### src/hw/rtl/strip_rect_fill_compositor_macros.svh
// Assertion helpers for the compositor RTL, used by srfc_back.
// Both expect i_clk and i_rst_n in the scope where they are used.
`ifndef STRIP_RECT_FILL_COMPOSITOR_MACROS_SVH
`define STRIP_RECT_FILL_COMPOSITOR_MACROS_SVH

// same-cycle implication
`define SRFC_ASSERT_IMP(label, ante, cons) \
    label: assert property (@(posedge i_clk) disable iff (!i_rst_n) (ante) |-> (cons)) \
        else $error("srfc: same-cycle check failed");

// next-cycle implication
`define SRFC_ASSERT_NXT(label, ante, cons) \
    label: assert property (@(posedge i_clk) disable iff (!i_rst_n) (ante) |=> (cons)) \
        else $error("srfc: next-cycle check failed");

`endif

### src/hw/rtl/srfc_pkg.sv
package srfc_pkg;

    // opcodes
    localparam logic [1:0] OP_CLEAR = 2'd0;
    localparam logic [1:0] OP_FILL  = 2'd1;
    localparam logic [1:0] OP_READ  = 2'd2;

    // result kinds
    localparam logic [1:0] RES_NONE   = 2'd0;
    localparam logic [1:0] RES_DIRECT = 2'd1;
    localparam logic [1:0] RES_STRIP  = 2'd2;
    localparam logic [1:0] RES_PIXEL  = 2'd3;

    // config register indexes
    localparam logic [2:0] CFG_REGION_LEFT     = 3'd0;
    localparam logic [2:0] CFG_REGION_COLUMNS  = 3'd1;
    localparam logic [2:0] CFG_STRIP_FIRST_ROW = 3'd2;
    localparam logic [2:0] CFG_STRIP_ROW_COUNT = 3'd3;
    localparam logic [2:0] CFG_COMPOSE_MODE    = 3'd4;

    // strip offsets: base + column stays below 2^14 for any register values
    localparam int IDX_W = 16;

    // job queue between front and back
    localparam int Q_PTR_W   = 1;
    localparam int Q_DEPTH   = 2 ** Q_PTR_W;
    localparam int Q_COUNT_W = Q_PTR_W + 1;

    typedef enum logic [1:0] {
        JOB_EMIT,
        JOB_WRITE,
        JOB_READ
    } t_job_kind;

    typedef enum logic [1:0] {
        BK_IDLE,
        BK_WRITE,
        BK_READ,
        BK_DONE
    } t_back_state;

    typedef struct packed {
        logic [1:0]  kind;
        logic [8:0]  x;
        logic [7:0]  y;
        logic [8:0]  width;
        logic [7:0]  height;
        logic [15:0] color;
    } t_result;

    typedef struct packed {
        t_job_kind        kind;
        t_result          res;
        logic [15:0]      color;
        logic [IDX_W-1:0] base;
        logic [IDX_W-1:0] col_start;
        logic [IDX_W-1:0] col_end;
        logic [4:0]       rows;
        logic [8:0]       pitch;
        logic [12:0]      pix;
    } t_job;

endpackage

### src/hw/rtl/srfc_queue.sv
module srfc_queue (
    input  logic           i_clk,
    input  logic           i_rst_n,
    input  logic           i_push,
    input  srfc_pkg::t_job i_job,
    input  logic           i_pop,
    output logic           o_full,
    output logic           o_empty,
    output srfc_pkg::t_job o_job
);
    import srfc_pkg::*;

    t_job                 r_slot [Q_DEPTH];
    logic [Q_PTR_W-1:0]   r_wr;
    logic [Q_PTR_W-1:0]   r_rd;
    logic [Q_COUNT_W-1:0] r_count;
    logic                 do_push, do_pop;

    assign o_full  = (r_count == Q_COUNT_W'(Q_DEPTH));
    assign o_empty = (r_count == '0);
    assign o_job   = r_slot[r_rd];
    assign do_push = i_push && !o_full;
    assign do_pop  = i_pop && !o_empty;

    // pointers and fill level
    always_ff @(posedge i_clk) begin
        if (!i_rst_n) begin
            r_wr    <= '0;
            r_rd    <= '0;
            r_count <= '0;
        end else begin
            if (do_push) r_wr <= r_wr + 1'b1;
            if (do_pop)  r_rd <= r_rd + 1'b1;
            case ({do_push, do_pop})
                2'b10:   r_count <= r_count + 1'b1;
                2'b01:   r_count <= r_count - 1'b1;
                default: ;
            endcase
        end
    end

    // job storage
    always_ff @(posedge i_clk) begin
        if (do_push) begin
            r_slot[r_wr] <= i_job;
        end
    end

endmodule

### config.mk
export PLATFORM = sky130hd
export DESIGN_NAME = srfc_queue
export DESIGN_NICKNAME = d
export VERILOG_FILES = /design/src/hw/rtl/strip_rect_fill_compositor_macros.svh /design/src/hw/rtl/srfc_pkg.sv /design/src/hw/rtl/srfc_queue.sv
export SDC_FILE = /design/constraint.sdc
export NUM_CORES = 1
export LEC_CHECK = 0
export ABC_AREA = 1
export BUFFER_PORTS_ARGS = -buffer_cell sky130_fd_sc_hd__buf_2
export CAP_MARGIN = 30
export CORE_MARGIN = 3
export CORE_UTILIZATION = 40
export DETAILED_ROUTE_END_ITERATION = 8
export HOLD_SLACK_MARGIN = 0.12
export PLACE_DENSITY = 0.75
export SLEW_MARGIN = 20
export SYNTH_ARGS = -nofsm -noshare
export SYNTH_HDL_FRONTEND = slang
export SYNTH_SLANG_ARGS = --single-unit
### constraint.sdc
create_clock -name i_clk -period 9 [get_ports i_clk]
set_clock_uncertainty 0.2 [all_clocks]
set_input_delay 0.45 -clock i_clk [delete_from_list [all_inputs] [get_ports i_clk]]
set_output_delay 0.45 -clock i_clk [all_outputs]
set_load 0.02 [all_outputs]
**Yosys cells after proc, flatten, opt, wreduce, memory -nomap -nowiden**

Memory sizes are Yosys's and may differ from the RTL's. A register that Yosys moved wholly into a read port is not among the register bits.
Cells that the tools add are included.

- Register bits: 4
- Latch bits: 0
- Memory bits (writable): 290
- Memory bits (read-only): 0
- Input port bits: 149
- Output and inout bits: 147
- Word-level logic and storage cells: 22
- Memories: 1

- Add/subtract/negate cells: 4
- Multipliers: 0
- Div/mod/pow operators: 0
- Magnitude comparators: 0
- Equality and inequality tests: 3
- Shift operators: 0
- Muxes and demuxes: 5
- Bitwise logic cells: 0
- Reductions and logical operators: 6

Memories:

| name | words | bits a word | read ports | clocked after memory_dff | write ports | RTL line | RTL |
|---|---|---|---|---|---|---|---|
| r_slot | 2 | 145 | 1 | 1 | 1 | srfc_queue.sv:13 | `t_job r_slot [Q_DEPTH];` |

Operators by type and width:

| cell | count |
|---|---|
| 2-bit equality test (second input constant) | 2 |
| 1-bit two-way mux | 4 |
| 2-bit one-hot mux with 2 select lines | 1 |
| 1-bit adder (second input constant) | 2 |
| 2-bit by 1-bit adder with 2-bit output (second input constant) | 1 |
| 2-bit by 1-bit equality test with 1-bit output (second input constant) | 1 |
| 1-bit logical AND | 2 |
| 1-bit logical NOT | 2 |
| 2-bit logical NOT | 1 |
| 2-bit nonzero test | 1 |
| 2-bit by 1-bit subtractor with 2-bit output (second input constant) | 1 |

**Depth between registers and ports, before layout**

- Word-level depth: 5
- Depth in mapped cells: 10
- Depth with buffers taken out: 10

**Worst setup path before layout**

No wires, ideal clock.

- Path type: register to register
- Start: register r_count[0]
- End: memory r_slot[0][0] in the netlist's numbering (enable)
- Library setup time: 0.651 ns
- Arrival: 6.732 ns
- Data required time: 8.149 ns
- Setup slack: 1.417 ns
- Stages on the path, launching flop included: 5
- Path buffers: 0
- Period minus slack after synthesis: 7.583 ns
- Path through: dfxtp_1 -> nor2_1 -> nor2_1 -> inv_1 -> nor2_1

- Word-level cells in the longest chain between the ends: 5

RTL lines:

| what | RTL line | RTL |
|---|---|---|
| start, declared | srfc_queue.sv:16 | `logic [Q_COUNT_W-1:0] r_count;` |
| start signal, assigned | srfc_queue.sv:35 | `2'b10: r_count <= r_count + 1'b1;` |
| start signal, assigned | srfc_queue.sv:36 | `2'b01: r_count <= r_count - 1'b1;` |
| 2-bit equality test | srfc_queue.sv:19 | `assign o_full = (r_count == Q_COUNT_W'(Q_DEPTH));` |
| named net o_full | srfc_queue.sv:7 | `output logic o_full,` |
| 1-bit logical NOT | srfc_queue.sv:22 | `assign do_push = i_push && !o_full;` |
| 1-bit logical AND | srfc_queue.sv:22 |  |
| 1-bit two-way mux | srfc_queue.sv:44 | `if (do_push) begin` |
| 1-bit two-way mux (not written as such) | srfc_queue.sv:45 | `r_slot[r_wr] <= i_job;` |
| end, declared | srfc_queue.sv:13 |  |

The timed path passes the listed nets, and every way through them passes these cells.

==> impl_metrics.toml <==
[floorplan]
ios = 296
core_um2 = 26430
die_area_um2 = 29260
die_h_um = 171.1
row_count = 59
start_util = 0.4124
die_x_um = 171.1

[finish]
mostFrequentLayoutCells = "buf_2, edfxtp_1, dlygate4sd3_1"
drive_gt1_frac = 0.5000
synthToLayoutAreaGrowth_pct = 40.05
final_common_cell = "buf_2"
final_area_um2 = 15260
nets = 1109

[synth]
yosysTopAreaCell = "edfxtp_1"
syn_nets = 641
synth_top_area_share = 0.7990
synthTopCellsByArea = "edfxtp_1, mux2_2, mux2_4"
syn_area_um2 = 10900
ys_seq_area_frac = 0.8082
synth-seq-cells = 295
synth_area_per_cell_um2 = 22.20
yosysUniqueCellTypes = 14
netlist_instances = 491
synth_warnings = 0

[pwr]
p_int_w = 0.002741
power.total_w = 0.003759
seqPwrFrac = 0.457
power.static_leakage_nw = 5.876
swShare = 0.2709
p_switching_w = 0.001018
power_frac_comb = 0.226
peakVddDrop_mv = 0.1849
power.density_nw_per_um2 = 246.2
clkPwrFrac = 0.317

[place]
pre_cts_ws_ns = 6.172
gp_congestion = 0.7182
port_buffers = 295
dp_hpwl_mm = 14.14
placed_area_um2 = 12830

[global_routing]
grt_pass1_vias = 6822
antenna_found_initial = 1
grt_pass1_wl_mm = 36.07
grt_overflow = 0
grt_max_degree = 68
grt_util_all_layers = 0.1559

[timing]
setup_tns_ns = 0
fin_ws_ns = 6.045
whs_ns = 0.2699
setup_viol = 0
fmax_ghz = 0.3384
rsz0062_at_grt = "false"
tightest_slew_ns = 0.8691
drv_slew = 0
period_minus_slack_ns = 2.955
period_share = 0.3283
hold_viol = 0
slew_headroom = 0.4206

[clock_network]
cts.path.max_buffers = 3
numCtsBuffers = 30
clockRootBuffer = "clkbuf_16"
cts_hold_buffers = 148
post-cts-setup-buffers = 0
h-tree-depth = 1
clk_pin_slew_worst_paths_ns = 0.07
insertion_delay_ns = 0.55
cts_sinks = 295
tritoncts = "done"
ctsResizeCount = 0

[route]
ant_nets = 0
drc = 0
dr.pass1.iters = 4
wl_per_cell_um = 18.10
drtIter0Drc = 379
num_vias = 6241
wirelength_mm = 23.86
vias_per_cell = 4.735

[setup_path]
cp_slowest_cell = "dfxtp_4"
reg2reg_from = "r_count[1]$_SDFFE_PN0P_"
criticalPathCategory = "register to output pin"
cp-start-kind = "register"
critPathTopFamily = "buffers and inverters"
critPathBufInv = 3
required_ns = 8.35
path_cells = "buf_4, buf_16, mux2_2, buf_2"
slowest_delay_ns = 0.44
arrival_ns = 2.31
endpoint_kind = "output pin"
crit_fanout = 39

[worst_hold_path]
min_from = "i_push"
hold_path.class = "primary input to register"

[job]
drv_cap = 0

[status]
outcome = "finished, final reports clean"
-- per-stage QoR --
step	utilization	cells
CTS	0.5775	1317
global placement	0.4815	1110
global route	0.5776	1318
finish	0.5776	1318
floorplan	-	491
detailed placement	0.4857	1114
-- path summary, 6_finish.rpt --
check	to	slack, ns	cells past startpoint
max	o_job[32]	6.04	4
min	r_slot[0][76]$_DFFE_PP_	0.27	5
max reg2reg	r_slot[1][112]$_DFFE_PP_	6.36	7
min reg2reg	register	0.30	2
-- power groups by stage --
| stage | clock network, W | registers (W) | logic, W |
|---|---|---|---|
| after floorplan | 0 | 0.00176 | 0.000548 |
| after global placement | 0 | 0.00174 | 0.000776 |
| after detailed placement | 0 | 0.00175 | 0.000799 |
| after CTS | 0.00122 | 0.00172 | 0.000856 |
| after global routing | 0.00128 | 0.00173 | 0.000905 |
| final | 0.00119 | 0.00172 | 0.000849 |
-- cell type report --
type / instances / area, um^2
clock inverter: 19 / 172.7
multi-input combinational: 171 / 1941
inverter: 9 / 38.79
timing repair buffer: 452 / 3105
antenna: 1 / 2.502
fill: 1953 / 11160
sequential: 295 / 8812
tap: 335 / 419.2
clock buffer: 36 / 773.2
-- synth_stat cells --
library cell  count
edfxtp_1        290
mux2_2           95
mux2_4           50
nor2_1           13
buf_2             9
inv_1             9
nand2_1           8
buf_6             7
dfxtp_1           5
a21oi_1           1
ha_1              1
nand3_1           1
nand4_1           1
o21ai_0           1
-- registers in the layout, indices dropped and copies added (netlist names), named ones only --
register	count
r_count	2
r_rd	1
r_slot	290
r_wr	1
-- worst register-to-register path: cells and delay by family (launching register included) --
family                 cells  cell delay (ns)
and+or+nand+nor            3             0.36
DFF                        1             0.33
buffers and inverters      4             1.36
-- layer usage --
layer  track usage  routed length, um
met1        0.1788               9107
met2        0.2831              12370
met3       0.03835               1480
met4       0.05703                903
met5             0                  0
-- kinds of logic after synthesis --
logic type               Yosys count  share of synthesized area
adder cells (fa/ha/maj)            1                   0.001148
AO/OA/AOI/OAI                      2                  0.0009175
AND/OR/NAND/NOR                   23                   0.008266
buffers and inverters             25                    0.01446
multiplexers                     145                     0.1670
flip-flops                       295                     0.8082
(Power assumes the default switching activity.)
