File: src/hw/rtl/strip_rect_fill_compositor_macros.svh
// Assertion helpers for the compositor RTL, used by srfc_back.
// Both expect i_clk and i_rst_n in the scope where they are used.
`ifndef STRIP_RECT_FILL_COMPOSITOR_MACROS_SVH
`define STRIP_RECT_FILL_COMPOSITOR_MACROS_SVH

// same-cycle implication
`define SRFC_ASSERT_IMP(label, ante, cons) \
    label: assert property (@(posedge i_clk) disable iff (!i_rst_n) (ante) |-> (cons)) \
        else $error("srfc: same-cycle check failed");

// next-cycle implication
`define SRFC_ASSERT_NXT(label, ante, cons) \
    label: assert property (@(posedge i_clk) disable iff (!i_rst_n) (ante) |=> (cons)) \
        else $error("srfc: next-cycle check failed");

`endif

File: src/hw/rtl/srfc_pkg.sv
package srfc_pkg;

    // opcodes
    localparam logic [1:0] OP_CLEAR = 2'd0;
    localparam logic [1:0] OP_FILL  = 2'd1;
    localparam logic [1:0] OP_READ  = 2'd2;

    // result kinds
    localparam logic [1:0] RES_NONE   = 2'd0;
    localparam logic [1:0] RES_DIRECT = 2'd1;
    localparam logic [1:0] RES_STRIP  = 2'd2;
    localparam logic [1:0] RES_PIXEL  = 2'd3;

    // config register indexes
    localparam logic [2:0] CFG_REGION_LEFT     = 3'd0;
    localparam logic [2:0] CFG_REGION_COLUMNS  = 3'd1;
    localparam logic [2:0] CFG_STRIP_FIRST_ROW = 3'd2;
    localparam logic [2:0] CFG_STRIP_ROW_COUNT = 3'd3;
    localparam logic [2:0] CFG_COMPOSE_MODE    = 3'd4;

    // strip offsets: base + column stays below 2^14 for any register values
    localparam int IDX_W = 16;

    // job queue between front and back
    localparam int Q_PTR_W   = 1;
    localparam int Q_DEPTH   = 2 ** Q_PTR_W;
    localparam int Q_COUNT_W = Q_PTR_W + 1;

    typedef enum logic [1:0] {
        JOB_EMIT,
        JOB_WRITE,
        JOB_READ
    } t_job_kind;

    typedef enum logic [1:0] {
        BK_IDLE,
        BK_WRITE,
        BK_READ,
        BK_DONE
    } t_back_state;

    typedef struct packed {
        logic [1:0]  kind;
        logic [8:0]  x;
        logic [7:0]  y;
        logic [8:0]  width;
        logic [7:0]  height;
        logic [15:0] color;
    } t_result;

    typedef struct packed {
        t_job_kind        kind;
        t_result          res;
        logic [15:0]      color;
        logic [IDX_W-1:0] base;
        logic [IDX_W-1:0] col_start;
        logic [IDX_W-1:0] col_end;
        logic [4:0]       rows;
        logic [8:0]       pitch;
        logic [12:0]      pix;
    } t_job;

endpackage

File: src/hw/rtl/srfc_front.sv
module srfc_front #(
    parameter int SCREEN_WIDTH  = 320,
    parameter int SCREEN_HEIGHT = 240,
    parameter int DEPTH         = 5120
) (
    input  logic               i_clk,
    input  logic               i_rst_n,
    input  logic               i_cfg_we,
    input  logic [2:0]         i_cfg_index,
    input  logic [8:0]         i_cfg_data,
    input  logic               i_in_valid,
    output logic               o_in_ready,
    input  logic [1:0]         i_opcode,
    input  logic signed [15:0] i_rect_x,
    input  logic signed [15:0] i_rect_y,
    input  logic signed [15:0] i_rect_width,
    input  logic signed [15:0] i_rect_height,
    input  logic [15:0]        i_fill_color,
    input  logic [12:0]        i_pixel_index,
    input  logic               i_q_full,
    output logic               o_push,
    output srfc_pkg::t_job     o_job
);
    import srfc_pkg::*;

    localparam logic signed [17:0] SW_S = 18'(SCREEN_WIDTH);
    localparam logic signed [17:0] SH_S = 18'(SCREEN_HEIGHT);

    logic [8:0] r_region_left;
    logic [8:0] r_region_columns;
    logic [7:0] r_strip_first_row;
    logic [4:0] r_strip_row_count;
    logic       r_compose_mode;

    // configuration registers
    always_ff @(posedge i_clk) begin
        if (!i_rst_n) begin
            r_region_left     <= 9'd0;
            r_region_columns  <= 9'd320;
            r_strip_first_row <= 8'd0;
            r_strip_row_count <= 5'd16;
            r_compose_mode    <= 1'b0;
        end else if (i_cfg_we) begin
            case (i_cfg_index)
                CFG_REGION_LEFT:     r_region_left     <= i_cfg_data;
                CFG_REGION_COLUMNS:  r_region_columns  <= i_cfg_data;
                CFG_STRIP_FIRST_ROW: r_strip_first_row <= i_cfg_data[7:0];
                CFG_STRIP_ROW_COUNT: r_strip_row_count <= i_cfg_data[4:0];
                CFG_COMPOSE_MODE:    r_compose_mode    <= i_cfg_data[0];
                default: ;
            endcase
        end
    end

    // handshake: an item goes straight into the queue
    assign o_in_ready = !i_q_full;
    assign o_push     = i_in_valid && !i_q_full;

    // rectangle edges at full precision
    logic signed [17:0] sx, sy, sw, sh, x_end, y_end;
    logic signed [17:0] dx0, dx1, dy0, dy1;
    logic signed [17:0] left_s, right_s, top_s, bot_s;
    logic signed [17:0] cx0, cx1, cy0, cy1;
    logic signed [17:0] dw, dh, c_ro, c_rows, c_cs, c_ce;
    logic               positive, direct_hit, compose_hit;
    logic [13:0]        base_prod, clear_prod;
    logic [IDX_W-1:0]   clear_len;

    assign sx    = 18'(i_rect_x);
    assign sy    = 18'(i_rect_y);
    assign sw    = 18'(i_rect_width);
    assign sh    = 18'(i_rect_height);
    assign x_end = sx + sw;
    assign y_end = sy + sh;

    assign positive = (i_rect_width > 16'sd0) && (i_rect_height > 16'sd0);

    // screen clip
    assign dx0 = (sx < 18'sd0) ? 18'sd0 : sx;
    assign dx1 = (x_end > SW_S) ? SW_S : x_end;
    assign dy0 = (sy < 18'sd0) ? 18'sd0 : sy;
    assign dy1 = (y_end > SH_S) ? SH_S : y_end;
    assign dw  = dx1 - dx0;
    assign dh  = dy1 - dy0;
    assign direct_hit = positive && (dx1 > dx0) && (dy1 > dy0);

    // strip and region clip, on top of the screen column clip
    assign left_s  = 18'({9'd0, r_region_left});
    assign right_s = left_s + 18'({9'd0, r_region_columns});
    assign top_s   = 18'({10'd0, r_strip_first_row});
    assign bot_s   = top_s + 18'({13'd0, r_strip_row_count});
    assign cx0 = (dx0 < left_s) ? left_s : dx0;
    assign cx1 = (dx1 > right_s) ? right_s : dx1;
    assign cy0 = (sy < top_s) ? top_s : sy;
    assign cy1 = (y_end > bot_s) ? bot_s : y_end;
    assign compose_hit = positive && (cx1 > cx0) && (cy1 > cy0);

    assign c_ro   = cy0 - top_s;
    assign c_rows = cy1 - cy0;
    assign c_cs   = cx0 - left_s;
    assign c_ce   = cx1 - left_s;

    // strip row base and clear length
    assign base_prod  = {9'd0, c_ro[4:0]} * {5'd0, r_region_columns};
    assign clear_prod = {9'd0, r_strip_row_count} * {5'd0, r_region_columns};
    assign clear_len  = (32'(clear_prod) > 32'(DEPTH)) ? IDX_W'(DEPTH) : IDX_W'(clear_prod);

    // classify the item into a job
    always_comb begin
        o_job           = '0;
        o_job.kind      = JOB_EMIT;
        o_job.res.kind  = RES_NONE;
        o_job.color     = i_fill_color;
        o_job.pitch     = r_region_columns;
        o_job.pix       = i_pixel_index;
        case (i_opcode)
            OP_CLEAR: begin
                o_job.res.kind = RES_STRIP;
                o_job.rows     = 5'd1;
                o_job.col_end  = clear_len;
                if (clear_len != '0) begin
                    o_job.kind = JOB_WRITE;
                end
            end
            OP_READ: begin
                o_job.res.kind = RES_PIXEL;
                if (32'(i_pixel_index) < 32'(DEPTH)) begin
                    o_job.kind = JOB_READ;
                end
            end
            OP_FILL: begin
                if (!r_compose_mode) begin
                    if (direct_hit) begin
                        o_job.res.kind   = RES_DIRECT;
                        o_job.res.x      = dx0[8:0];
                        o_job.res.y      = dy0[7:0];
                        o_job.res.width  = dw[8:0];
                        o_job.res.height = dh[7:0];
                        o_job.res.color  = i_fill_color;
                    end
                end else if (compose_hit) begin
                    o_job.kind      = JOB_WRITE;
                    o_job.res.kind  = RES_STRIP;
                    o_job.base      = IDX_W'(base_prod);
                    o_job.col_start = c_cs[IDX_W-1:0];
                    o_job.col_end   = c_ce[IDX_W-1:0];
                    o_job.rows      = c_rows[4:0];
                end
            end
            default: ;
        endcase
    end

endmodule

File: config.mk
export PLATFORM = sky130hd
export DESIGN_NAME = srfc_front
export DESIGN_NICKNAME = d
export VERILOG_FILES = /design/src/hw/rtl/strip_rect_fill_compositor_macros.svh /design/src/hw/rtl/srfc_pkg.sv /design/src/hw/rtl/srfc_front.sv
export SDC_FILE = /design/constraint.sdc
export NUM_CORES = 1
export LEC_CHECK = 0
export BUFFER_PORTS_ARGS = -buffer_cell sky130_fd_sc_hd__buf_2
export CAP_MARGIN = 0
export CORE_MARGIN = 3
export CORE_UTILIZATION = 50
export DETAILED_ROUTE_END_ITERATION = 8
export PLACE_DENSITY_LB_ADDON = 0.12
export SLEW_MARGIN = 20
export SYNTH_ARGS = -nofsm -noshare
export SYNTH_HDL_FRONTEND = slang
export SYNTH_SLANG_ARGS = --single-unit
export TNS_END_PERCENT = 1
File: constraint.sdc
create_clock -name i_clk -period 12.27 [get_ports i_clk]
set_input_delay 1.8405 -clock i_clk [delete_from_list [all_inputs] [get_ports i_clk]]
set_output_delay 1.8405 -clock i_clk [all_outputs]
set_load 0.01 [all_outputs]
; ---- After elaboration in Yosys (flattened, before gate mapping)
; Index checks and enable logic that the tools add are counted.
[totals]
ff_bits = 32
out_inout_bits = 147
elab_cells = 76
[op_classes]
addsub = 10
n_mul = 2
order_cmp = 16
eq_ne = 6
mux = 22
n_reduce_logical = 15
[ops]
columns = cell, count
row1 = 51-bit 2-to-1 mux, 3
row2 = 18-bit 2-to-1 mux, 8
row3 = 50-bit 2-to-1 mux, 2
row4 = 18-bit > comparator, 4
row5 = 21-bit one-hot mux with 2 select lines, 1
row6 = 16-bit by 16-bit adder with 17-bit output, 2
row7 = 16-bit by 1-bit > comparator with 1-bit output (second input constant), 2
row8 = 16-bit by 1-bit less-than comparator with 1-bit output (second input constant), 2
row9 = 16-bit by 10-bit subtractor with 16-bit output, 2
row10 = 30-bit 2-to-1 mux, 1
row11 = 5-bit by 9-bit multiplier with 14-bit output, 2
row12 = 18-bit by 11-bit > comparator with 1-bit output, 1
row13 = 18-bit by 10-bit less-than comparator with 1-bit output, 1
row14 = 17-bit by 10-bit > comparator with 1-bit output, 1
row15 = 17-bit by 10-bit > comparator with 1-bit output (second input constant), 1
row16 = 17-bit by 9-bit > comparator with 1-bit output (second input constant), 1
row17 = 16-bit by 9-bit less-than comparator with 1-bit output, 1
row18 = 16-bit nonzero test, 1
row19 = 14-bit by 13-bit > comparator with 1-bit output (second input constant), 1
row20 = 14-bit 2-to-1 mux, 1
row21 = 13-bit less-than comparator (second input constant), 1
row22 = 4-bit one-hot mux with 3 select lines, 1
row23 = 9-bit by 9-bit adder with 10-bit output, 1
row24 = 2-bit AND reduction, 5
row25 = other kinds (16), 25

; ---- Depth between registers and ports, before layout
; Gate-level depths: netlist (run 1).
[logic_depth]
depth_word = 11
mapped_depth = 37
mapped_depth_nobuf = 36

; ---- Worst setup path before layout (run 1)
; No wires, ideal clock.
[synth_timing]
kind = input-to-output
start = input port i_rect_x[0]
end = output port o_job[58] (netlist name)
arrival_ps = 8977
required_ps = 10429
slack_ps = 1452
path_stages = 34
path_buffers = 1
path_cell_list = ha_1 > fa_1 > a21o_1 > a221oi_4 > a22oi_1 > xnor2_2 > o2111ai_2 > or2_2 > o21ai_1 > and2_1 > ha_1 > nor2b_1 > o21a_1 > o21ai_0 > nand2b_1 > a21oi_1 > maj3_1 > o211ai_1 > ha_1 > o41ai_1 > nor2_1 > o21a_1 > inv_1 > ha_1 > and4_1 > o211ai_1 > a21oi_1 > a211oi_1 > o31ai_1 > o21ai_0 > a2111oi_2 > nand2_1 > clkbuf_1 > nor4_1
[synth_lines]
columns = item, line
row1 = "start, declared", srfc_front.sv:14  ; input logic signed [15:0] i_rect_x,
row2 = "end, declared", srfc_front.sv:22  ; output srfc_pkg::t_job o_job

==> results of run 1 <==
==> flip-flops by register name (all words and copies together) (netlist names) <==
name,flops
r_strip_row_count,5
r_region_columns,9
r_region_left,9
r_compose_mode,1
r_strip_first_row,8
==> power by group through the flow <==
stage	registers [mW]	logic, mW	clock network, mW
after floorplan	0.111	0.483	0
after global placement	0.116	0.634	0
after detailed placement	0.116	0.639	0
after CTS	0.114	0.645	0.152
after global routing	0.114	0.737	0.156
final	0.114	0.656	0.150
==> cell families (layout without fill, tap and decap cells) <==
logic type	count (synthesis)	in the layout	synth area share, %
xor+xnor	71	71	5.307
compound gates	369	369	20.67
flops	32	32	5.338
mux	33	33	2.805
other cells	1	2	0.03125
fa+ha+maj	262	262	30.55
buf+inv	251	426	8.842
simple gates	631	631	26.46
==> cell usage after synthesis (3+ instances only) <==
cell type    n
nand4_1     24
a21oi_1     88
mux2_2       5
xor2_1      24
nor2_1     140
o21bai_1    13
nand3_1     35
a211oi_1    13
mux2i_1     28
dfxtp_1     32
o31a_1       3
nand2_1    155
ha_1       209
xnor2_1     45
nor3_1      42
o22ai_1      4
o21ai_1      4
buf_4       31
inv_1      170
o31ai_1      6
nand2b_1    37
and2_1      49
or3_1        6
nor2b_1     57
or2_2        9
nand4b_1     9
a21o_1      49
and3_1      32
fa_1        52
a31o_2       4
a21boi_0    26
nor4_1      15
o21ai_0     62
nor3b_1     10
a31oi_1     16
o2111ai_1    4
o41ai_1      3
o21a_1      25
o211ai_1    17
a2111oi_0    6
clkbuf_1    44
==> routing by layer <==
layer	global-route usage (%)	up-vias
li1	-	6097
met1	39.26	5783
met2	49.94	393
met3	2.296	53
met4	5.162	0
met5	0	-
==> path summary, 6_finish.rpt <==
| check | depth (start not counted) | slack (ns) | to |
|---|---|---|---|
| setup / recovery | 37 | 0.48 | o_job[35] |
| hold / removal | 2 | 0.58 | r_strip_first_row[3]$_SDFFE_PN0P_ |
| setup reg to reg | 2 | 11.23 | r_region_columns[7]$_SDFFE_PN0P_ |
| hold reg to reg | 2 | 0.58 | r_strip_first_row[3]$_SDFFE_PN0P_ |
==> metrics by stage <==
step           util (%)  setup TNS, ns  total power [mW]
2_1_floorplan         -              0            0.5938
3_3_place_gp      56.32              0            0.7494
3_5_place_dp      56.32              0            0.7550
4_1_cts           57.10              0            0.9100
5_1_grt           57.20       -0.03792             1.007
6_report          57.20              0            0.9195
==> final cells by class <==
cell class / instances / share of cell area (%)
flip-flops and latches: 32 / 4.757
well taps: 319 / 2.964
clock buffers: 7 / 1.134
inverters: 172 / 4.794
multi-input cells: 1368 / 76.80
clock inverters: 1 / 0.2230
repair buffers: 246 / 9.328
==> critical path, delay by kind of cell <==
family	cells	cell delay (ns)
AOI/OAI and AO/OA	18	3.87
xor gates and xnor gates	1	0.31
adders and majority gates	6	1.68
buffers and inverters	5	0.84
and+or+nand+nor	7	1.39
==> flow_summary_export.csv, run 1 <==
group,metric,value,unit
drt,dr_wl_met3,2360,um
cells_and_area,syn2layout_area_growth,12.22,%
pwr,p_sw_share,47.56,%
global_route,first_global_vias,11810,
cts,clk_latency,0.27,ns
cts,cts_sinks,32,
pwr,clock_power_share,16.3,%
die,start_util,50.97,%
die,rows,56,
die,io_pins,259,
setup_path,endpoint_kind,"output pin",
synth,async_flop_share,0,%
sta,min_period_over_period,96.09,%
cts,cts.path.max_buffers,2,
cts,cts-buffers-inserted,5,
global_route,grt_util_all_layers,28.66,%
min_path,hold_path.startpoint,"r_strip_first_row[3]$_SDFFE_PN0P_",
cts,clockRootBuffer,"clkbuf_16",
sta,slew_headroom,38.40,%
die,die_height,160.9,um
synth,synth_top_area_cell,"ha_1",
global_route,grt_overflow_total,0,
synth,ys_types,74,
drt,wirelength_met1,17210,um
global_route,grt_start_max_net_pins,36,
cts,cts.htree.levels,2,
drt,drc,0,
synth,synth_area,0.01200,sq mm
placed_design,numPortBuffers,236,
synth,yosys_register_bits,32,
placed_design,post_dp_cell_area,0.01326,sq mm
pwr,p_per_area,68.28,mW/mm^2
sta,clock.fmax,84.82,MHz
synth,synth_top_area_share,21.79,%
drt,vias,12330,
setup_path,r2r-start,"r_region_columns[7]$_SDFFE_PN0P_",
synth,yosys_warnings,0,
drt,drtIter0Drc,812,
synth,yosysSeqAreaShare,5.338,%
setup_path,critPathRequiredTime,10.43,ns
setup_path,crit_type,"in -> out",
cts,cts_setup_buffers,0,
placed_design,dpl_worst_slack,0.2498,ns
die,core,0.02354,sq mm
pwr,combinationalPowerShare,71.4,%
drt,dr.max_layer_used,"met4",
job,drv_cap,0,
drt,wirelength,38560,um
synth,ys_top_cells_by_area,"ha_1, fa_1, dfxtp_1",
setup_path,arrival,9.95,ns
cells_and_area,fillers,2320,
cts,cts_tree,"built",
placed_design,place.gp.congestion,0.9383,
pwr,p_leak,6.845,nW
placed_design,hpwl,32590,um
cells_and_area,n_antenna_cell,0,
cells_and_area,nNetsFinal,2198,
placed_design,place_inst,2137,
synth,syn_inst,1650,
sta,fin_skew,0,ns
cells_and_area,finalInstanceArea,0.01347,sq mm
pwr,peakVddDrop,0.00009337,V
global_route,grt_antenna_before_repair,0,
cts,clkTransAtPathRegs,0.05,ns
drt,drt-wirelength-per-cell,17.97,um
setup_path,worst_path_max_delay_cell,"a2111oi_4",
synth,syn_avg_cell_area,7.273,sq um
run_status,status,"finished, final reports clean",
cts,ctsHoldBuffers,0,
setup_path,crit_path_max_incr_delay,0.48,ns
sta,timing.hold.ws,0.5768,ns
sta,drv_slew,0,
setup_path,critPathMostFrequentCell,"ha_1",
cells_and_area,final_cell_mix,"buf_2, ha_1, inv_1",
sta,min_period,11.79,ns
cells_and_area,fin_cells,2145,
sta,setup_viol,0,
setup_path,start_kind,"primary input",
die,die_area,0.02590,sq mm
drt,antenna_left,0,
global_route,grt_pass1_wl,61440,um
die,die_w,160.9,um
cts,cts_resized,0,
setup_path,crit_start,"i_rect_x[0]",
min_path,hold_class,"reg -> reg",
drt,dr_wl_met2,18260,um
sta,hold_viol,0,
synth,synth_edf_count,0,
setup_path,critPathMaxFanout,25,
drt,vias_per_cell,5.746,
pwr,p_sw,0.4373,mW
cells_and_area,multi_input_area,0.01034,sq mm
pwr,seqPwrFrac,12.4,%
cells_and_area,seq_area,640.6,sq um
pwr,internal-power,0.4822,mW
sta,worst_slew_pin_slew,0.9124,ns
sta,fin_ws,0.4802,ns
cells_and_area,drive_above_1_share,15.72,%
synth,ys.flop_type,"dfxtp_1",
cells_and_area,final_common_cell,"buf_2",
drt,first_pass_iters,5,
Note: power is estimated with default switching activity, not from simulation.
==> run 2: changes to the inputs <==
--- a/config.mk
+++ b/config.mk
@@ -7,6 +7,7 @@
 export LEC_CHECK = 0
 export BUFFER_PORTS_ARGS = -buffer_cell sky130_fd_sc_hd__buf_2
 export CAP_MARGIN = 0
+export CORE_ASPECT_RATIO = 0.7
 export CORE_MARGIN = 3
 export CORE_UTILIZATION = 50
 export DETAILED_ROUTE_END_ITERATION = 8
==> run 2 against run 1 <==
Net effect: die area increased by 0.11%; count of clock-buffer cells in the layout unchanged; setup slack gained 0.071 ns; first-iteration DRC count up 25%; highest routed layer unchanged; hold slack got worse by 0.0045 ns; non-clock buffer count grew 1; critical path type unchanged; largest power group unchanged.
==> flow_summary_export.csv, run 2 (synthesis gave the netlist of run 1 again) <==
group,metric,value,unit
run_status,status,"finished, final reports clean",
cells_and_area,fillers,2308,
setup_path,rr_worst_depth,2,
pwr,combinationalPowerShare,73.4,%
cells_and_area,n_antenna_cell,0,
sta,timing.hold.ws,0.5723,ns
cells_and_area,nNetsFinal,2199,
placed_design,post_dp_cell_area,0.01326,sq mm
global_route,grt_util_all_layers,28.92,%
cts,cts_sinks,32,
cells_and_area,finalInstanceArea,0.01343,sq mm
pwr,p_per_area,67.16,mW/mm^2
sta,min_period,11.72,ns
drt,vias,12330,
setup_path,endpoint_kind,"output pin",
pwr,seqPwrFrac,12.6,%
sta,setup_viol,0,
drt,wirelength,38590,um
drt,first_pass_iters,5,
cells_and_area,final_common_cell,"buf_2",
sta,worst_slew_pin_slew,1.061,ns
global_route,grt_antenna_before_repair,0,
die,rows,46,
die,die_height,135.6,um
setup_path,reg2reg_to,"r_region_columns[0]$_SDFFE_PN0P_",
setup_path,critPathMaxFanout,40,
placed_design,place.gp.congestion,0.9505,
job,drv_cap,0,
global_route,grt_start_max_net_pins,52,
cts,cts_setup_buffers,0,
cells_and_area,fin_util,58.05,%
drt,drt-wirelength-per-cell,18.05,um
die,die_w,191.2,um
setup_path,reg2reg_slack,11.19,ns
drt,antenna_left,0,
cts,cts-buffers-inserted,5,
setup_path,critPathMostFrequentCell,"ha_1",
global_route,first_global_vias,11610,
cells_and_area,largestRegisters,"r_region_columns x9, r_region_left x9, r_strip_first_row x8",
sta,clock.fmax,85.33,MHz
placed_design,numPortBuffers,236,
setup_path,crit_path_max_incr_delay,0.48,ns
sta,min_period_over_period,95.51,%
die,start_util,51.87,%
placed_design,hpwl,32760,um
pwr,p_sw_share,48.85,%
drt,drtIter0Drc,1019,
cts,cts_tree,"built",
die,core,0.02314,sq mm
setup_path,crit_type,"in -> out",
sta,fin_skew,0,ns
pwr,p_total,0.9021,mW
sta,grt_setup_unrepaired,"false",
die,io_pins,259,
sta,hold_viol,0,
setup_path,worst_path_max_delay_cell,"a2111oi_4",
sta,drv_slew,0,
cells_and_area,drive_above_1_share,15.66,%
pwr,clock_power_share,14.0,%
min_path,hold_path_end,"r_strip_first_row[2]$_SDFFE_PN0P_",
sta,tns,0,ns
cells_and_area,final_cell_mix,"buf_2, ha_1, inv_1",
setup_path,start_kind,"primary input",
setup_path,r2r-start,"r_region_columns[0]$_SDFFE_PN0P_",
setup_path,arrival,9.88,ns
cts,clk_latency,0.27,ns
cts,cts.htree.levels,2,
global_route,grt_pass1_wl,61090,um
cts,ctsHoldBuffers,0,
pwr,peakVddDrop,0.00005418,V
min_path,holdPathStages,2,
cts,clockRootBuffer,"clkbuf_16",
cts,clkTransAtPathRegs,0.05,ns
cells_and_area,syn2layout_area_growth,11.93,%
sta,slew_headroom,27.43,%
cts,cts_resized,0,
pwr,p_sw,0.4406,mW
drt,drc,0,
min_path,hold_class,"reg -> reg",
setup_path,critPathRequiredTime,10.43,ns
pwr,p_leak,6.837,nW
pwr,internal-power,0.4614,mW
min_path,hold_path.startpoint,"r_strip_first_row[2]$_SDFFE_PN0P_",
cts,cts.path.max_buffers,2,
drt,vias_per_cell,5.768,
die,die_area,0.02592,sq mm
global_route,grt_overflow_total,0,
-- run 2: cell type report --
type                            count  area [sq um]  area share, %
Multi-Input combinational cell   1368         10340          76.97
Timing Repair Buffer              247          1264          9.408
Inverter                          172         645.6          4.807
Sequential cell                    32         640.6          4.769
Tap cell                          312         390.4          2.906
Clock buffer                        7         152.6          1.136
-- run 2: per-layer routing --
| metal | up-vias | GRT usage (%) | wire length [um] |
|---|---|---|---|
| li1 | 6090 | - | - |
| met2 | 457 | 44.05 | 16100 |
| met3 | 39 | 3.569 | 3266 |
| met5 | - | 0 | 0 |
| met4 | 0 | 4.196 | 513 |
| met1 | 5746 | 44.27 | 18720 |
-- run 2: worst max-delay path, delay by kind of cell --
family / cells / cell delay, ns
AOI/OAI and AO/OA: 18 / 3.69
xor gates and xnor gates: 1 / 0.30
adders and majority gates: 6 / 1.67
buffers and inverters: 6 / 1.04
and+or+nand+nor: 7 / 1.30
-- run 2: power groups by stage --
| stage | clock network (mW) | registers (mW) | logic, mW |
|---|---|---|---|
| floorplan | 0 | 0.111 | 0.483 |
| detailed placement | 0 | 0.116 | 0.643 |
| global route | 0.133 | 0.114 | 0.739 |
| CTS | 0.127 | 0.114 | 0.648 |
| global placement | 0 | 0.116 | 0.639 |
| finish | 0.126 | 0.114 | 0.662 |
-- run 2: worst max-delay path by stage --
stage	slack [ns]	startpoint	endpoint	depth (start not counted)
floorplan	1.45	i_rect_x[0]	o_job[58]	34
global placement	0.56	i_rect_x[0]	o_job[35]	38
detailed placement	0.33	i_rect_x[0]	o_job[35]	38
CTS	0.31	i_rect_x[0]	o_job[31]	38
global route	0.10	i_rect_x[0]	o_job[35]	38
finish	0.55	i_rect_x[0]	o_job[31]	38
-- run 2: stage by stage --
stage	setup WS [ns]	instances
after floorplan	1.452	1651
after global routing	0.1047	2138
after CTS	0.3083	2138
after global placement	0.5559	2131
after detailed placement	0.3273	2131
final	0.5512	2138
==> run 3: changes to the inputs <==
--- a/config.mk
+++ b/config.mk
@@ -9,7 +9,7 @@
 export CAP_MARGIN = 0
 export CORE_ASPECT_RATIO = 0.7
 export CORE_MARGIN = 3
-export CORE_UTILIZATION = 50
+export CORE_UTILIZATION = 40
 export DETAILED_ROUTE_END_ITERATION = 8
 export PLACE_DENSITY_LB_ADDON = 0.12
 export SLEW_MARGIN = 20
==> constraint.sdc (replaced) <==
create_clock -name i_clk -period 10.8 [get_ports i_clk]
set_input_delay 1.62 -clock i_clk [delete_from_list [all_inputs] [get_ports i_clk]]
set_output_delay 1.62 -clock i_clk [all_outputs]
set_load 0.01 [all_outputs]
==> run 3 against run 2 <==
Net effect: count of clock-buffer cells in the layout is the same; design area increased by 4.1%; non-clock buffer count grew 31; sequential share of layout area shrank 0.19 points; clock power grew 36%; register-to-register slack got worse by 1.5 ns; global-route usage fell by 3.6 points; critical path type unchanged.
==> flow_summary_export.csv, run 3 (synthesis gave the netlist of run 1 again) <==
group,metric,value,unit
run_status,status,"finished, final reports clean",
placed_design,hpwl,35630,um
drt,vias_per_cell,5.508,
cells_and_area,drive_above_1_share,18.35,%
cts,cts-buffers-inserted,5,
drt,drt-wirelength-per-cell,18.90,um
drt,wirelength,42310,um
die,die_w,213.0,um
setup_path,start_kind,"primary input",
global_route,first_global_vias,11500,
drt,dr.max_layer_used,"met4",
sta,slew_headroom,40.29,%
cts,cts.htree.levels,2,
cells_and_area,final_common_cell,"buf_2",
drt,dr_wl_met3,2072,um
placed_design,numPortBuffers,236,
cells_and_area,multi_input_area,0.01049,sq mm
cts,clk_latency,0.27,ns
die,die_height,150.9,um
die,die_area,0.03215,sq mm
die,start_util,41.08,%
sta,min_period,10.42,ns
pwr,peakVddDrop,0.00005486,V
sta,drv_slew,0,
global_route,grt_antenna_before_repair,2,
die,core,0.02921,sq mm
pwr,seqPwrFrac,11.8,%
job,drv_cap,0,
cells_and_area,largestRegisters,"r_region_columns x9, r_region_left x9, r_strip_first_row x8",
sta,min_period_over_period,96.52,%
pwr,clock_power_share,15.7,%
cts,cts_tree,"built",
cells_and_area,final_cell_mix,"buf_2, ha_1, inv_1",
drt,antenna_left,0,
setup_path,crit_type,"in -> out",
sta,clock.fmax,95.93,MHz
pwr,p_per_area,77.86,mW/mm^2
pwr,p_sw_share,47.91,%
setup_path,crit_family,"adder cells",
drt,vias,12330,
pwr,combinationalPowerShare,72.5,%
cells_and_area,fillers,3043,
cts,clkTransAtPathRegs,0.05,ns
cells_and_area,syn2layout_area_growth,16.47,%
pwr,p_sw,0.5214,mW
pwr,internal-power,0.5668,mW
setup_path,critPathRequiredTime,9.18,ns
sta,fin_skew,0,ns
drt,drtIter0Drc,864,
drt,dr_wl_met2,18450,um
sta,setup_viol,0,
cts,cts.path.max_buffers,2,
cells_and_area,fin_util,47.85,%
die,io_pins,259,
die,rows,52,
cells_and_area,seq_area,640.6,sq um
pwr,p_leak,7.060,nW
placed_design,post_dp_cell_area,0.01352,sq mm
global_route,grt_overflow_total,0,
sta,worst_slew_pin_slew,0.8923,ns
cells_and_area,finalInstanceArea,0.01398,sq mm
setup_path,worst_path_max_delay_cell,"fa_1",
setup_path,critical_path_buf_inv_count,6,
sta,tns,0,ns
drt,first_pass_iters,5,
min_path,hold_class,"reg -> reg",
cts,clockRootBuffer,"clkbuf_16",
cts,cts_sinks,32,
drt,drc,0,
drt,wirelength_met1,21470,um
setup_path,arrival,8.80,ns
global_route,grt_pass1_wl,64740,um
setup_path,crit_path_max_incr_delay,0.56,ns
global_route,grt_util_all_layers,25.36,%
sta,hold_viol,0,
global_route,grt_start_max_net_pins,39,
setup_path,endpoint_kind,"output pin",
setup_path,critPathMaxFanout,4,
placed_design,place.gp.congestion,0.9075,
cells_and_area,nNetsFinal,2230,
sta,timing.hold.ws,0.5624,ns
[run 3: repair_timing]
item	CTS	global route
gates resized for setup	6	34
setup endpoints to repair	8	53
cloned	0	1
pin swaps	0	15
hold buffers	0	0
setup buffers	0	8
[run 3: worst reg2reg max path, stage by stage (launching register included)]
cell	delay, ns
dfxtp_1	0.73
nand2_1	0.09
a21boi_0	0.20
[run 3: worst paths after layout]
kind                                startpoint                                end  slack [ns]  cells after the start
max reg2reg   r_region_columns[7]$_SDFFE_PN0P_   r_region_columns[7]$_SDFFE_PN0P_        9.71                      2
min reg2reg  r_strip_first_row[2]$_SDFFE_PN0P_  r_strip_first_row[2]$_SDFFE_PN0P_        0.56                      2
min          r_strip_first_row[2]$_SDFFE_PN0P_  r_strip_first_row[2]$_SDFFE_PN0P_        0.56                      2
max                                i_rect_y[1]                          o_job[72]        0.38                     35
[run 3: metal layers]
| metal | up-vias | track usage, % |
|---|---|---|
| met1 | 5841 | 38.51 |
| met3 | 22 | 2.008 |
| li1 | 6153 | - |
| met4 | 0 | 3.190 |
| met2 | 311 | 40.06 |
| met5 | - | 0 |
[run 3: per-stage QoR]
step | cells | power (mW) | worst slack, ns
floorplan | 1651 | 0.6747 | 0.4233
CTS | 2227 | 1.063 | 0.02830
global route | 2238 | 1.188 | -0.009140
detailed placement | 2219 | 0.8824 | -0.2100
finish | 2238 | 1.088 | 0.3758
global placement | 2219 | 0.8808 | -0.01340
[run 3: power groups by stage]
stage                     combinational, mW  clock (mW)  sequential, mW
after global routing                  0.883       0.177           0.129
after detailed placement              0.752           0           0.131
after global placement                0.750           0           0.130
after CTS                             0.762       0.173           0.128
final                                 0.789       0.171           0.128
after floorplan                       0.548           0           0.126
[run 3: layout make-up]
cell class | instances | share of cell area (%)
Sequential cell | 32 | 4.583
Clock inverter | 1 | 0.2148
Tap cell | 378 | 3.384
Timing Repair Buffer | 278 | 11.01
Clock buffer | 7 | 1.092
Multi-Input combinational cell | 1368 | 75.06
Inverter | 172 | 4.619
Antenna cell | 2 | 0.03581
